File: config.mk
export PLATFORM = sky130hd
export DESIGN_NAME = fmm_ram
export DESIGN_NICKNAME = d
export VERILOG_FILES = /design/src/hw/rtl/fmm_ram.sv
export SDC_FILE = /design/constraint.sdc
export NUM_CORES = 1
export LEC_CHECK = 0
export BUFFER_PORTS_ARGS = -buffer_cell sky130_fd_sc_hd__buf_2
export CAP_MARGIN = 5
export CORE_AREA = 2 2 139 141
export CTS_CLUSTER_DIAMETER = 50
export CTS_CLUSTER_SIZE = 30
export DETAILED_ROUTE_END_ITERATION = 10
export DIE_AREA = 0 0 141 143
export MAX_ROUTING_LAYER = met4
export PLACE_DENSITY = 0.73
export SLEW_MARGIN = 20
export SYNTH_ARGS = -nofsm -noshare
export SYNTH_HDL_FRONTEND = slang
export SYNTH_SLANG_ARGS = --single-unit
File: constraint.sdc
create_clock -name clk -period 1.8 [get_ports clk]
set_clock_uncertainty 0.1 [all_clocks]
set_input_delay 0 -clock clk [delete_from_list [all_inputs] [get_ports clk]]
set_output_delay 0 -clock clk [all_outputs]
set_load 0.05 [all_outputs]
File: src/hw/rtl/fmm_ram.sv
// Generic single-port-write, single-port-read RAM with registered read data.
// No dependencies.
module fmm_ram #(
	parameter int WIDTH = 8,
	parameter int DEPTH = 32,
	parameter int AW    = (DEPTH > 1) ? $clog2(DEPTH) : 1
) (
	input  logic             clk,
	input  logic             we,
	input  logic [AW-1:0]    waddr,
	input  logic [WIDTH-1:0] wdata,
	input  logic [AW-1:0]    raddr,
	output logic [WIDTH-1:0] rdata
);
	logic [WIDTH-1:0] mem [DEPTH];

	always_ff @(posedge clk) begin
		if (we) begin
			mem[waddr] <= wdata;
		end
		rdata <= mem[raddr];
	end
endmodule

# Word level (Yosys, flattened, before mapping)
# Memory sizes are Yosys's and may differ from the RTL's. A register that Yosys moved wholly into a read port is not among the register bits.
# Index checks and enable logic that the tools add are counted.
# totals
reg_bits,0
latchBits,0
ramBits,256
romBits,0
input_bits,20
output_inout_bits,8
mem_count,1
# mem_list
memory,words,width,rd,rd_clocked_by_memory_dff,write_ports,line,text
mem,32,8,1,1,1,15,logic [WIDTH-1:0] mem [DEPTH];
# op_classes
add_sub_neg,0
multipliers,0
div,0
order_cmp,0
n_eq_ne,0
shift,0
n_mux,2
bitwise,0
reduce_logical,0
# op_table
op,n
1-bit 2-to-1 mux,2

# Logic depth before layout (Yosys ltp)
# Gate-level depths: netlist of run 1.
# logic_depth
ltp_word,2
depth_mapped,5
ltp_nobuf,3

# Worst setup path before layout of run 1
# Ideal clock, no wire load.
# synth_timing
path_kind,input to register
from,in raddr[2]
to,"reg rdata[0], read port of mem"
arrival_time_ns,1.682
required_time_ns,1.579
setup_slack_ns,-0.102
stages,5
n_path_buf,2
cell_sequence,clkbuf_1 -> clkbuf_1 -> mux4_2 -> mux4_2 -> mux2_2
# synth_rtl
element,line,text
"start, declared",12,"input logic [AW-1:0] raddr,"
"end, declared",13,output logic [WIDTH-1:0] rdata

==> results of run 1 <==
[worst min-delay path by stage]
stage	start	to	slack [ps]	cells after the start
global route	raddr[1]	rdata[5]$_DFF_P_	90	3
CTS	raddr[1]	rdata[5]$_DFF_P_	50	3
global placement	raddr[3]	rdata[7]$_DFF_P_	360	2
detailed placement	raddr[3]	rdata[2]$_DFF_P_	350	2
finish	raddr[1]	rdata[5]$_DFF_P_	60	3
floorplan	wdata[0]	mem[0][0]$_DFFE_PP_	-1	0
[worst reg2reg max path: stages (launching register included)]
cell	delay [ps]
sky130_fd_sc_hd__edfxtp_1	410
sky130_fd_sc_hd__mux4_2	530
sky130_fd_sc_hd__mux4_2	530
sky130_fd_sc_hd__mux2_4	280
[per-stage QoR]
stage	std cells	area, um^2
final	733	11370
after global routing	733	11370
after CTS	733	11370
after detailed placement	699	10760
after global placement	699	10760
after floorplan	417	10060
[cells in the final DEF, fill, tap and decap left out, types with 3 or more instances in the layout]
master | Yosys | final
sky130_fd_sc_hd__nand3b_1 | 5 | 5
sky130_fd_sc_hd__clkbuf_16 | 0 | 15
sky130_fd_sc_hd__nor2_1 | 33 | 33
sky130_fd_sc_hd__or3b_2 | 3 | 3
sky130_fd_sc_hd__edfxtp_1 | 256 | 256
sky130_fd_sc_hd__buf_4 | 6 | 36
sky130_fd_sc_hd__dfxtp_1 | 8 | 8
sky130_fd_sc_hd__dlygate4sd3_1 | 0 | 9
sky130_fd_sc_hd__buf_12 | 0 | 6
sky130_fd_sc_hd__inv_8 | 0 | 4
sky130_fd_sc_hd__clkinv_8 | 0 | 3
sky130_fd_sc_hd__mux4_2 | 80 | 80
sky130_fd_sc_hd__mux2_4 | 0 | 8
sky130_fd_sc_hd__buf_2 | 1 | 26
[flip-flops by register name (all words and copies together) (netlist names)]
name,flops
rdata,8
mem,256
[repair_timing]
action / in CTS / in global routing
buffers inserted: 0 / 0
endpoints found under the hold margin: 264 / 0
resized for setup: 7 / 1
hold buffers: 9 / 0
endpoints found under the setup margin: 8 / 8
[where the power goes]
group          internal (uW)  total (uW)  switching (uW)
Clock                   1660        3660            2000
Sequential              6820        6860            32.3
Combinational            331         773             442
[area by class of cell]
type                       instances  area, um^2  share of cell area
tap                              234       292.8             0.02575
clock inverter                     9       111.4            0.009793
sequential                       264        7848              0.6901
timing repair buffer              77       610.6             0.05370
multi-input combinational        133        2130              0.1873
clock buffer                      16       379.1             0.03334
[routing by layer]
metal,GRT usage,up-vias
li1,-,1913
met1,0.3031,2384
met2,0.3030,176
met3,0.02750,28
met4,0.05000,0
met5,-,-
[cell families (layout without fill, tap and decap cells)]
logic type | Yosys count | count (layout) | synth area share
multiplexers | 88 | 88 | 0.1882
buffers and inverters | 20 | 102 | 0.01058
flip-flops | 264 | 264 | 0.7806
AND/OR/NAND/NOR | 45 | 45 | 0.02066
==> results.sh, run 1 <==
export IMPL_post_synth_top_area_fraction=0.7647
export IMPL_layout_filler_cells=1193
export IMPL_synth_async_reset_ratio=0
export IMPL_failed_checks="setup timing"
export IMPL_die_area_um2=20160
export IMPL_critical_path_top_delay_family="multiplexers"
export IMPL_antenna_cells=0
export IMPL_yosysWarningCount=0
export IMPL_port_buffers=27
export IMPL_netlist_top_cells_count="sky130_fd_sc_hd__edfxtp_1, sky130_fd_sc_hd__mux4_2, sky130_fd_sc_hd__nor2_1"
export IMPL_detailedPlacementHpwl_um=12070
export IMPL_max_clock_path_buffers=3
export IMPL_clock_root_buffer="sky130_fd_sc_hd__clkbuf_16"
export IMPL_max_stage_delay_ps=530
export IMPL_coreArea_um2=18580
export IMPL_ff2ff_path_depth=3
export IMPL_timing_critical_path_required_ps=2070
export IMPL_die_height_um=143
export IMPL_first_global_vias=4593
export IMPL_timing_hold_worst_class="primary input to register"
export IMPL_most_common_cell_in_the_netlist="sky130_fd_sc_hd__edfxtp_1"
export IMPL_finalWeightedCongestion=0.7843
export IMPL_antenna_violating_nets_post_route=0
export IMPL_finalMaxSlewViolations=0
export IMPL_clkLatencyLatePin_ps=490
export IMPL_detailroute_via_count=4501
export IMPL_met2_wirelength_um=8902
export IMPL_detail_route_drc_violations=0
export IMPL_synth_area_leaders="sky130_fd_sc_hd__edfxtp_1, sky130_fd_sc_hd__mux4_2, sky130_fd_sc_hd__dfxtp_1"
export IMPL_row_count=50
export IMPL_h_tree_depth_reported_by_cts=1
export IMPL_final_period_utilization=1.088
export IMPL_worstPathArrival_ps=2230
export IMPL_cts_buffers_inserted=15
export IMPL_regToRegEndpoint="rdata[2]$_DFF_P_"
export IMPL_synth_edf_count=256
export IMPL_synth_net_count=437
export IMPL_critical_path_reg2reg_startpoint="mem[23][2]$_DFFE_PP_"
export IMPL_cp_slowest_cell="sky130_fd_sc_hd__mux4_2"
export IMPL_post_route_min_period_ps=1959
export IMPL_drt_vias_per_instance=6.141
export IMPL_ys_seq_elements=264
export IMPL_tritoncts="yes"
export IMPL_cp_max_fo=1
export IMPL_clock_sinks=264
export IMPL_grt_start_max_net_pins=39
export IMPL_post_synth_top_area_cell="sky130_fd_sc_hd__edfxtp_1"
export IMPL_finalSetupTns_ps=-766.3
export IMPL_io_pins=28
export IMPL_timing_critical_path_depth=3
export IMPL_cap_viol_max_count=0
export IMPL_clock_fmax_mhz=510.6
export IMPL_setup_worst_path_end_class="register"
export IMPL_synth_seq_area_share=0.7806
export IMPL_initial_core_utilization=0.5411
export IMPL_average_detailed_routed_wire_length_per_instance_um=25.82
export IMPL_globalRoute_totalOverflow=0
export IMPL_detailedPlace_worstSlack_ps=-264.8
export IMPL_chipWidth_um=141
export IMPL_slew_limit_headroom=0.5824
export IMPL_netlist_area_um2=10050
export IMPL_met3_wirelength_um=1117
export IMPL_synthDistinctLibCells=15
export IMPL_final_setup_worst_slack_ps=-158.5
export IMPL_track_usage=0.2020
export IMPL_syn2layout_area_growth_pct=13.11
export IMPL_antenna_found_initial=0
export IMPL_worst_hold_slack_ps=56.35
export IMPL_worst_setup_path_endpoint="rdata[2]$_DFF_P_"
export IMPL_worstPathCellList="mux4_2 > mux4_2 > mux2_4"
export IMPL_run_status="finished with violations"
export IMPL_p_per_area_nw_per_um2=992.8
export IMPL_average_cell_area_after_synthesis_um2=24.11
export IMPL_grt_first_pass_wirelength_um=28800
export IMPL_finalNetCount=511
export IMPL_setup_viol=8
export IMPL_critical_path_class="register to register"
export IMPL_route_final_wire_length_um=18930
export IMPL_critical_path_startpoint="mem[23][2]$_DFFE_PP_"
export IMPL_detailedRoute_firstPassIterationCount=5
export IMPL_top_signal_layer_used="met4"
export IMPL_rsz0062_at_grt="true"
export IMPL_clkSlewWorstSetupHoldPaths_ps=110
export IMPL_route_layer_met1_wl_um=8520
export IMPL_crit_path_frequent_cell="sky130_fd_sc_hd__mux4_2"
export IMPL_max_slew_worst_pin_slew_ps=626.4
export IMPL_cp_start_kind="register"
export IMPL_post_synth_inst_count=417
export IMPL_drive_above_1_share=0.3667
export IMPL_leakagePower_uw=0.003630
export IMPL_timing_hold_violations_final=0
export IMPL_ff2ff_setup_slack_ps=-160
export IMPL_postLayoutCoreUtil=0.6120
export IMPL_critical_path_buf_inv_count=0
export IMPL_initialDrtViolationCount=633
export IMPL_synth_flop_type="sky130_fd_sc_hd__edfxtp_1"
export IMPL_irDropWorstVdd_mv=0.6034
export IMPL_design_power_total_uw=11290
Note: power is estimated with default switching activity, not from simulation.
==> run 2: changes to the inputs <==
--- a/config.mk
+++ b/config.mk
@@ -7,13 +7,13 @@
 export LEC_CHECK = 0
 export BUFFER_PORTS_ARGS = -buffer_cell sky130_fd_sc_hd__buf_2
 export CAP_MARGIN = 5
-export CORE_AREA = 2 2 139 141
+export CORE_AREA = 2 2 155 126
 export CTS_CLUSTER_DIAMETER = 50
 export CTS_CLUSTER_SIZE = 30
 export DETAILED_ROUTE_END_ITERATION = 10
-export DIE_AREA = 0 0 141 143
+export DIE_AREA = 0 0 157 128
 export MAX_ROUTING_LAYER = met4
-export PLACE_DENSITY = 0.73
+export PLACE_DENSITY = 0.74
 export SLEW_MARGIN = 20
 export SYNTH_ARGS = -nofsm -noshare
 export SYNTH_HDL_FRONTEND = slang
==> run 2 against run 1 <==
The run still ends with setup timing left; total power grew 7.8%; sequential share of layout area shrank 1.4 points; final cell count rose by 5.0%; highest routed layer unchanged; cell area is 2.1% higher; clock power is 24% higher; flip-flop and latch count is the same.
==> results.sh, run 2 (same netlist as run 1, synthesis figures left out) <==
export IMPL_critical_path_reg2reg_startpoint="mem[29][0]$_DFFE_PP_"
export IMPL_irDropWorstVdd_mv=0.6428
export IMPL_clock_sinks=264
export IMPL_cp_start_kind="register"
export IMPL_track_usage=0.2147
export IMPL_worstPathArrival_ps=2200
export IMPL_min_delay_start="we"
export IMPL_p_per_area_nw_per_um2=1048
export IMPL_initialDrtViolationCount=459
export IMPL_io_pins=28
export IMPL_final_period_utilization=1.058
export IMPL_cp_max_fo=1
export IMPL_worstPathCellList="mux4_2 > mux4_2 > mux2_4"
export IMPL_critical_path_buf_inv_count=0
export IMPL_run_status="finished with violations"
export IMPL_finalNetCount=520
export IMPL_detail_route_drc_violations=0
export IMPL_fin_area_um2=11610
export IMPL_cts_buffers_inserted=19
export IMPL_final_setup_worst_slack_ps=-104.0
export IMPL_critical_path_class="register to register"
export IMPL_antenna_found_initial=0
export IMPL_setup_worst_path_end_class="register"
export IMPL_max_stage_delay_ps=550
export IMPL_clock_root_buffer="sky130_fd_sc_hd__clkbuf_16"
export IMPL_post_route_min_period_ps=1904
export IMPL_critical_path_startpoint="mem[29][0]$_DFFE_PP_"
export IMPL_max_clock_path_buffers=3
export IMPL_port_buffers=27
export IMPL_average_detailed_routed_wire_length_per_instance_um=25.88
export IMPL_design_power_total_uw=12170
export IMPL_finalSetupTns_ps=-631.4
export IMPL_syn2layout_area_growth_pct=15.46
export IMPL_coreArea_um2=18640
export IMPL_grt_first_pass_wirelength_um=29770
export IMPL_max_slew_worst_pin_slew_ps=633.5
export IMPL_timing_hold_worst_class="primary input to register"
export IMPL_setup_viol=8
export IMPL_tritoncts="yes"
export IMPL_drive_above_1_share=0.3750
export IMPL_failed_checks="setup timing"
export IMPL_clkSlewWorstSetupHoldPaths_ps=90
export IMPL_largestRegisters="mem: 256 flops, rdata: 8 flops"
export IMPL_finalWeightedCongestion=0.8155
export IMPL_die_height_um=128
export IMPL_first_global_vias=4638
export IMPL_initial_core_utilization=0.5394
export IMPL_h_tree_depth_reported_by_cts=1
export IMPL_drt_vias_per_instance=5.949
export IMPL_slew_limit_headroom=0.5777
export IMPL_clkLatencyLatePin_ps=510
export IMPL_largest_reg_flops=256
export IMPL_clock_fmax_mhz=525.2
export IMPL_detailedPlacementHpwl_um=12780
export IMPL_antenna_violating_nets_post_route=0
export IMPL_route_final_wire_length_um=19930
export IMPL_timing_hold_violations_final=0
export IMPL_critical_path_top_delay_family="multiplexers"
export IMPL_cp_slowest_cell="sky130_fd_sc_hd__mux4_2"
export IMPL_rsz0062_at_grt="true"
export IMPL_cap_viol_max_count=0
export IMPL_postLayoutCoreUtil=0.6228
export IMPL_timing_critical_path_required_ps=2090
export IMPL_leakagePower_uw=0.003715
export IMPL_chipWidth_um=157
export IMPL_final_common_cell="sky130_fd_sc_hd__edfxtp_1"
export IMPL_detailroute_via_count=4581
export IMPL_post_cts_repair_setup_buffers=0
export IMPL_die_area_um2=20100
export IMPL_finalMaxSlewViolations=0
export IMPL_antenna_cells=0
export IMPL_crit_path_frequent_cell="sky130_fd_sc_hd__mux4_2"
export IMPL_grt_start_max_net_pins=33
export IMPL_globalRoute_totalOverflow=0
export IMPL_detailedRoute_firstPassIterationCount=5
export IMPL_row_count=45
export IMPL_leading_cell_types_in_the_layout_fill_and_taps_excluded="sky130_fd_sc_hd__edfxtp_1, sky130_fd_sc_hd__mux4_2, sky130_fd_sc_hd__buf_4, sky130_fd_sc_hd__nor2_1, sky130_fd_sc_hd__buf_2"
export IMPL_largest_reg_by_ff_count="mem"
export IMPL_postPlaceCellArea_um2=10800
export IMPL_worst_hold_slack_ps=89.44
run 2: layer usage:
metal / vias to the layer above / GRT usage / wire length (um)
met5: - / - / 0
met4: 0 / 0.03400 / 285
met3: 24 / 0.04260 / 1564
met2: 185 / 0.3140 / 9320
met1: 2430 / 0.3274 / 8755
li1: 1942 / - / -
run 2: cell type report:
type	instances	area (um^2)
fillers	1242	7029
flip-flops and latches	264	7848
well taps	258	322.8
clock inverters	13	188.9
multi-input cells	133	2111
clock buffers	20	479.2
repair buffers	82	658.1
run 2: where the power goes:
part / internal, uW / switching [uW] / total, uW
Sequential: 6820 / 32.4 / 6860
Combinational: 328 / 433 / 761
Clock: 2260 / 2290 / 4550
Total: 9410 / 2750 / 12200
run 2: tightest hold or removal path: cells and delay by family:
kind                   cells  cell delay (ps)
buffers and inverters      1              120
AND/OR/NAND/NOR            2              410
run 2: worst paths after layout:
path	endpoint	slack [ps]	depth (start not counted)
hold / removal	mem[4][3]$_DFFE_PP_	90	3
setup reg to reg	rdata[0]$_DFF_P_	-100	3
hold reg to reg	rdata[5]$_DFF_P_	810	3
setup / recovery	rdata[0]$_DFF_P_	-100	3
run 2: through the flow:
step           instances  setup WS (ps)
2_1_floorplan        417          14.45
3_3_place_gp         724         -165.7
3_5_place_dp         724         -175.3
4_1_cts              770         -122.8
5_1_grt              770         -136.4
6_report             770         -104.0
run 2: what timing repair did:
item,CTS,global route
gates resized for setup,1,2
endpoints found under the hold margin,265,0
hold buffers,13,0
endpoints found under the setup margin,8,8
==> run 3: changes to the inputs <==
--- a/config.mk
+++ b/config.mk
@@ -8,6 +8,7 @@
 export BUFFER_PORTS_ARGS = -buffer_cell sky130_fd_sc_hd__buf_2
 export CAP_MARGIN = 5
 export CORE_AREA = 2 2 155 126
+export CTS_BUF_LIST = sky130_fd_sc_hd__clkbuf_16
 export CTS_CLUSTER_DIAMETER = 50
 export CTS_CLUSTER_SIZE = 30
 export DETAILED_ROUTE_END_ITERATION = 10
==> run 3 against run 2 <==
The flow still finishes with violations (setup timing); non-clock buffer count unchanged; cell area unchanged; worst setup slack about the same; largest cell class unchanged; largest power group unchanged.
==> results.sh, run 3 (same netlist as run 1, synthesis figures left out) <==
export IMPL_fin_area_um2=11610
export IMPL_largest_reg_flops=256
export IMPL_failed_checks="setup timing"
export IMPL_final_common_cell="sky130_fd_sc_hd__edfxtp_1"
export IMPL_port_buffers=27
export IMPL_h_tree_depth_reported_by_cts=1
export IMPL_final_setup_worst_slack_ps=-103.9
export IMPL_critical_path_class="register to register"
export IMPL_largest_reg_by_ff_count="mem"
export IMPL_average_detailed_routed_wire_length_per_instance_um=25.85
export IMPL_timing_critical_path_required_ps=2090
export IMPL_clkSlewWorstSetupHoldPaths_ps=90
export IMPL_initialDrtViolationCount=459
export IMPL_io_pins=28
export IMPL_initial_core_utilization=0.5394
export IMPL_timing_hold_violations_final=0
export IMPL_rsz0062_at_grt="true"
export IMPL_post_route_min_period_ps=1904
export IMPL_tritoncts="yes"
export IMPL_irDropWorstVdd_mv=0.6424
export IMPL_antenna_violating_nets_post_route=0
export IMPL_clkLatencyLatePin_ps=510
export IMPL_route_final_wire_length_um=19910
export IMPL_grt_start_max_net_pins=33
export IMPL_detail_route_drc_violations=0
export IMPL_syn2layout_area_growth_pct=15.46
export IMPL_row_count=45
export IMPL_clock_sinks=264
export IMPL_cp_start_kind="register"
export IMPL_coreArea_um2=18640
export IMPL_finalWeightedCongestion=0.8155
export IMPL_antenna_cells=0
export IMPL_final_period_utilization=1.058
export IMPL_detailedRoute_firstPassIterationCount=5
export IMPL_layout_filler_cells=1242
export IMPL_leading_cell_types_in_the_layout_fill_and_taps_excluded="sky130_fd_sc_hd__edfxtp_1, sky130_fd_sc_hd__mux4_2, sky130_fd_sc_hd__buf_4, sky130_fd_sc_hd__nor2_1, sky130_fd_sc_hd__buf_2"
export IMPL_clock_root_buffer="sky130_fd_sc_hd__clkbuf_16"
export IMPL_cp_max_fo=1
export IMPL_cts_buffers_inserted=19
export IMPL_drive_above_1_share=0.3750
export IMPL_detailedPlacementHpwl_um=12780
export IMPL_finalMaxSlewViolations=0
export IMPL_finalNetCount=520
export IMPL_grt_first_pass_wirelength_um=29770
export IMPL_antenna_found_initial=0
export IMPL_slew_limit_headroom=0.5773
export IMPL_leakagePower_uw=0.003719
export IMPL_max_slew_worst_pin_slew_ps=634.1
export IMPL_max_clock_path_buffers=3
export IMPL_setup_viol=8
export IMPL_track_usage=0.2147
export IMPL_setup_worst_path_end_class="register"
export IMPL_die_height_um=128
export IMPL_timing_hold_worst_class="primary input to register"
export IMPL_cap_viol_max_count=0
export IMPL_run_status="finished with violations"
export IMPL_largestRegisters="mem: 256 flops, rdata: 8 flops"
export IMPL_clock_fmax_mhz=525.2
export IMPL_worstPathArrival_ps=2200
export IMPL_detailroute_via_count=4593
export IMPL_postPlaceCellArea_um2=10800
export IMPL_die_area_um2=20100
export IMPL_first_global_vias=4638
export IMPL_design_power_total_uw=12160
export IMPL_globalRoute_totalOverflow=0
export IMPL_p_per_area_nw_per_um2=1047
export IMPL_finalSetupTns_ps=-624.8
export IMPL_drt_vias_per_instance=5.965
export IMPL_chipWidth_um=157
## run 3: changes by cell type in the layout (fill, tap and decap cells not counted)
cell	delta
sky130_fd_sc_hd__clkbuf_1	-1
sky130_fd_sc_hd__inv_1	+1
## run 3: where the power goes
group / switching (uW) / total (uW) / internal, uW / leakage, uW
Combinational: 433 / 760 / 328 / 0.00102
Clock: 2280 / 4540 / 2260 / 0.000331
Sequential: 32.4 / 6860 / 6820 / 0.00237
## run 3: what timing repair did
item / 4_1_cts / 5_1_grt
hold endpoints to repair: 265 / 0
setup buffers: 0 / 0
resized for setup: 1 / 2
setup endpoints to repair: 8 / 8
hold buffers: 13 / 0
## run 3: critical path, stage by stage (launching register included)
cell and delay, ps:
sky130_fd_sc_hd__edfxtp_1 370, sky130_fd_sc_hd__mux4_2 550, sky130_fd_sc_hd__mux4_2 510, sky130_fd_sc_hd__mux2_4 270
## run 3: routing by layer
metal / share of wire / global-route usage / vias to the layer above / routed length [um]
li1: - / - / 1942 / -
met1: 0.44 / 0.3274 / 2431 / 8687
met5: 0 / - / - / 0
met2: 0.47 / 0.3140 / 196 / 9328
met3: 0.081 / 0.04260 / 24 / 1605
met4: 0.014 / 0.03400 / 0 / 285
## run 3: area by class of cell
| type | instances | area (um^2) | area share |
|---|---|---|---|
| Clock inverter | 14 | 192.7 | 0.01660 |
| Tap cell | 258 | 322.8 | 0.02781 |
| Sequential cell | 264 | 7848 | 0.6761 |
| Clock buffer | 19 | 475.5 | 0.04096 |
| Multi-Input combinational cell | 133 | 2111 | 0.1818 |
| Timing Repair Buffer | 82 | 658.1 | 0.05670 |
## run 3: path summary, 6_finish.rpt
kind	slack [ps]	end	from	depth (start not counted)
worst max register to register	-100	rdata[0]$_DFF_P_	mem[29][0]$_DFFE_PP_	3
worst min register to register	810	rdata[5]$_DFF_P_	mem[30][5]$_DFFE_PP_	3
worst max-delay path	-100	rdata[0]$_DFF_P_	mem[29][0]$_DFFE_PP_	3
worst min-delay path	90	mem[4][3]$_DFFE_PP_	we	3
## run 3: through the flow
| stage | hold WS, ps | worst slack, ps | utilization | instances |
|---|---|---|---|---|
| floorplan | -1.131 | 14.45 | - | 417 |
| global placement | 357.1 | -165.7 | 0.5794 | 724 |
| detailed placement | 368.7 | -175.3 | 0.5794 | 724 |
| CTS | 74.42 | -122.8 | 0.6224 | 770 |
| global route | 95.46 | -136.4 | 0.6228 | 770 |
| finish | 88.78 | -103.9 | 0.6228 | 770 |
